<file path="config.mk">
export PLATFORM = sky130hd
export DESIGN_NAME = pleng_cell
export DESIGN_NICKNAME = d
export VERILOG_FILES = /design/src/pleng_pkg.sv /design/src/pleng_cell.sv
export SDC_FILE = /design/constraint.sdc
export NUM_CORES = 1
export LEC_CHECK = 0
export BUFFER_PORTS_ARGS = -buffer_cell sky130_fd_sc_hd__buf_2
export CORE_UTILIZATION = 40
export DETAILED_ROUTE_END_ITERATION = 12
export GPL_ROUTABILITY_DRIVEN = 0
export PLACE_DENSITY = 0.9
export SYNTH_ARGS = -nofsm -noshare
export SYNTH_HDL_FRONTEND = slang
export SYNTH_SLANG_ARGS = --single-unit
</file>
<file path="constraint.sdc">
create_clock -name clk_i -period 7.8 [get_ports clk_i]
set_input_delay 1.95 -clock clk_i [delete_from_list [all_inputs] [get_ports clk_i]]
set_output_delay 1.95 -clock clk_i [all_outputs]
set_load 0.005 [all_outputs]
</file>
<file path="src/pleng_pkg.sv">
// Package for the positional list engine: sizes, codes and the cell control type.
`default_nettype none
package pleng_pkg;

  // Number of list entries, one cell per entry.
  localparam int CAPACITY = 256;

  // Widths of the external fields.
  localparam int DATA_W = 32;
  localparam int OP_W   = 3;
  localparam int POS_W  = 9;
  localparam int LEN_W  = 9;
  localparam int STAT_W = 2;

  // Internal widths that follow from the capacity.
  localparam int IDX_W = (CAPACITY > 1) ? $clog2(CAPACITY) : 1;
  localparam int CNT_W = $clog2(CAPACITY + 1);
  localparam int CMP_W = ((CNT_W > POS_W) ? CNT_W : POS_W) + 1;

  // Read gather: cells are OR-ed in groups, then the group results are OR-ed.
  localparam int GROUP_SIZE = 16;
  localparam int NUM_GROUPS = (CAPACITY + GROUP_SIZE - 1) / GROUP_SIZE;

  typedef enum logic [OP_W-1:0] {
    OP_INIT   = 3'd0,
    OP_APPEND = 3'd1,
    OP_INSERT = 3'd2,
    OP_UPDATE = 3'd3,
    OP_GET    = 3'd4,
    OP_DELETE = 3'd5
  } op_e;

  typedef enum logic [STAT_W-1:0] {
    STAT_OK    = 2'd0,
    STAT_RANGE = 2'd1,
    STAT_FULL  = 2'd2
  } status_e;

  // What every cell does in the current cycle.
  typedef enum logic [1:0] {
    ACT_HOLD   = 2'd0,
    ACT_WRITE  = 2'd1,
    ACT_INSERT = 2'd2,
    ACT_DELETE = 2'd3
  } cell_act_e;

  typedef struct packed {
    cell_act_e        act;
    logic [IDX_W-1:0] idx;
  } cell_ctrl_t;

  typedef enum logic {
    S_IDLE   = 1'b0,
    S_REDUCE = 1'b1
  } state_e;

endpackage
`default_nettype wire

</file>
<file path="src/pleng_cell.sv">
// One list cell: holds one element and shifts to or from its neighbours.
`default_nettype none
module pleng_cell (
  input  wire logic                                 clk_i,
  input  wire logic        [pleng_pkg::IDX_W-1:0]   cell_idx_i,
  input  wire pleng_pkg::cell_ctrl_t                ctrl_i,
  input  wire logic signed [pleng_pkg::DATA_W-1:0]  value_i,
  input  wire logic signed [pleng_pkg::DATA_W-1:0]  left_i,
  input  wire logic signed [pleng_pkg::DATA_W-1:0]  right_i,
  output      logic signed [pleng_pkg::DATA_W-1:0]  data_o,
  output      logic signed [pleng_pkg::DATA_W-1:0]  rd_o
);

  logic signed [pleng_pkg::DATA_W-1:0] data_q;
  logic signed [pleng_pkg::DATA_W-1:0] data_d;
  logic                                hit;
  logic                                above;

  assign hit   = (cell_idx_i == ctrl_i.idx);
  assign above = (cell_idx_i > ctrl_i.idx);

  // Next element: write, take from the left on insert, from the right on delete.
  always_comb begin
    data_d = data_q;
    case (ctrl_i.act)
      pleng_pkg::ACT_WRITE: begin
        if (hit) data_d = value_i;
      end
      pleng_pkg::ACT_INSERT: begin
        if (hit) data_d = value_i;
        else if (above) data_d = left_i;
      end
      pleng_pkg::ACT_DELETE: begin
        if (hit || above) data_d = right_i;
      end
      default: data_d = data_q;
    endcase
  end

  always_ff @(posedge clk_i) begin
    data_q <= data_d;
  end

  assign data_o = data_q;
  // Only the addressed cell drives its element onto the read gather.
  assign rd_o   = hit ? data_q : '0;

endmodule
`default_nettype wire

</file>
==> results.cfg <==
[critical_path]
slowest_stage = nor2_4
cp-start-kind = input port
crit_chain = buf_2 > inv_1 > ha_1 > nand4_1 > nor2_4 > buf_12 > and2_1 > buf_2
max_stage_delay_ns = 0.76
cp.required_ns = 5.85
critPathKind = in2out
crit_buf_inv = 4
cp_common_cell = buf_2
crit_family = simple AND/OR/NAND/NOR gates
worstPathArrival_ns = 3.89
endpoint_kind = primary output
worstPathMaxFanout = 35

[timing]
fmax_ghz = 0.171
period_needed_ns = 5.84
tightest_slew_ns = 0.916
hold_slack_ns = 1.98
setup-violations-final = 0
slew_headroom_pct = 38.8
period_share_pct = 74.9
finalHoldViolCount = 0
setup_tns_ns = 0
slew_viol_final = 0
rsz0062_at_grt = no

[clock_network]
cts.sinks = 32
cts_buffer_depth = 2
cts_root_buf = clkbuf_8
htreeDepth = 2
cts.clk_slew.worst_paths_ns = 0.07
post-cts-setup-buffers = 0
numCtsBuffers = 5
cts_resized = 0
cts_tree = yes
holdBufCountCts = 0

[finish]
regArea_sq_um = 961
nNetsFinal = 515
antenna_cells = 0
layout-drive-gt1-share_pct = 49.5
largest_register_ffs = 32
num-fill-cells = 457
multi_input_area_sq_um = 1140
syn_to_final_growth_pct = 46.7

[power_and_ir_drop]
powerDensity_nw_per_um2 = 155
p_int_uw = 380
seq_power_share_pct = 46.9
p_sw_uw = 130
p_leak_nw = 1.58
max-vdd-ir-drop_uv = 85.0
switching_share_pct = 25.4
pwr-share-comb_pct = 23.2
p_clk_share_pct = 29.9

[synth]
synthFlopType = edfxtp_1
synth_fp_nets = 342
synth_cell_types = 23
synth_top_area_share_pct = 42.7
avgSynthCellArea_sq_um = 10.4
synthArstFlopShare_pct = 0
synth_mux_area_share_pct = 14.2
synthAdderAreaFrac_pct = 6.12
synth_area_sq_um = 2250
postSynthCellCount = 216
synth_top_family_by_area = compound AO/OA/AOI/OAI gates
synthSimpleGateAreaFrac_pct = 10.5
ys_seq_area_share_pct = 42.7
synth-edff-count = 32
synth-xor-area-share_pct = 0
synth_top_area_cell = edfxtp_1
synth_compound_area_share_pct = 19.8
ys_ff_latch = 32
ys_warn_count = 0
synth_area_leaders = edfxtp_1 43%, mux2i_1 14%, a22oi_1 11%, and2_1 8.9%, o21ai_0 6.5%

[global_route]
track_usage_pct = 21.9
antenna_found_initial = 0
grt_pass1_vias = 2343
grt_overflow = 0
grt_pass1_wl_mm = 10.4
grt_max_degree = 36

[placed_design]
hpwl_mm = 5.02
portBuffers = 178

[detailed_routing]
totalWireLength_mm = 6.54
drtIter0Drc = 79
ant_nets = 0
route.detailed.drc = 0
viasPerCell = 5.17
first_pass_iters = 4
wire_per_inst_um = 14.2
vias = 2376

[floorplanning]
fp.dieW_um = 77.0
core-area_sq_um = 5270
die_area_sq_um = 5930
io_pins = 179
start_util_pct = 42.7
placementRows = 26
die_height_um = 77.0

[run_status]
outcome = complete, no violations

[run]
maxCapViolCount = 0

[min_path]
hp-class = in2reg
-- synthesized netlist by cell type, drive strengths merged, types with 2 or more instances --
master	instances
a22oi	32
and2	32
buf	5
clkbuf	12
edfxtp	32
ha	11
inv	15
mux2i	32
nand4	2
nor2	3
o21ai	34
-- layer usage --
layer | wire (um) | GRT usage (%) | up-vias | part of all wire (%)
met5 | 0 | 0 | - | 0
met4 | 98 | 7.36 | 0 | 1.5
met3 | 371 | 4.40 | 10 | 5.7
met2 | 3570 | 43.0 | 114 | 55
met1 | 2490 | 22.8 | 1103 | 38
li1 | - | - | 1149 | -
-- cell families after synthesis --
group,Yosys count
AOI/OAI and AO/OA,70
adders and majority gates,11
buffers and inverters,32
DFF,32
muxes,32
and+or+nand+nor,39
-- per-stage QoR --
stage	area, sq um	setup slack (ns)	utilization (%)	power (mW)	cells
final	3300	1.96	62.6	0.510	460
after global routing	3300	1.83	62.6	0.538	460
after CTS	3300	1.95	62.6	0.514	460
after detailed placement	3190	1.95	60.5	0.361	452
after global placement	3190	2.08	60.5	0.356	452
after floorplan	2250	1.89	-	0.288	216
-- power groups by stage --
| stage | registers [mW] | clock network [mW] | logic (mW) |
|---|---|---|---|
| after CTS | 0.239 | 0.156 | 0.119 |
| after detailed placement | 0.243 | 0 | 0.119 |
| after floorplan | 0.245 | 0 | 0.0423 |
| after global placement | 0.241 | 0 | 0.115 |
| after global routing | 0.243 | 0.164 | 0.131 |
| final | 0.239 | 0.152 | 0.118 |
-- path summary, 6_finish.rpt --
kind | start | endpoint | slack (ns) | depth (start not counted)
min | right_i[4] | data_o[4] | 1.98 | 3
max | ctrl_i[5] | rd_o[0] | 1.96 | 8
-- placed cells by master (no fill, tap or decap), types with 2 or more instances in the layout --
cell type  netlist  layout
o21ai_0         29      29
clkbuf_8         0       5
o21ai_1          5       5
nand4_1          2       2
a22oi_1         32      32
buf_2            0     178
and2_1          32      32
mux2i_1         32      32
edfxtp_1        32      32
ha_1            11      11
buf_4            1       4
inv_1           14      14
-- area by class of cell --
type,instances,area share (%)
Inverter,15,1.71
Timing Repair Buffer,183,28.5
Sequential cell,32,29.1
Clock inverter,2,1.06
Multi-Input combinational cell,152,34.7
Clock buffer,6,2.20
Tap cell,70,2.66
Note: power is estimated with default switching activity, not from simulation.
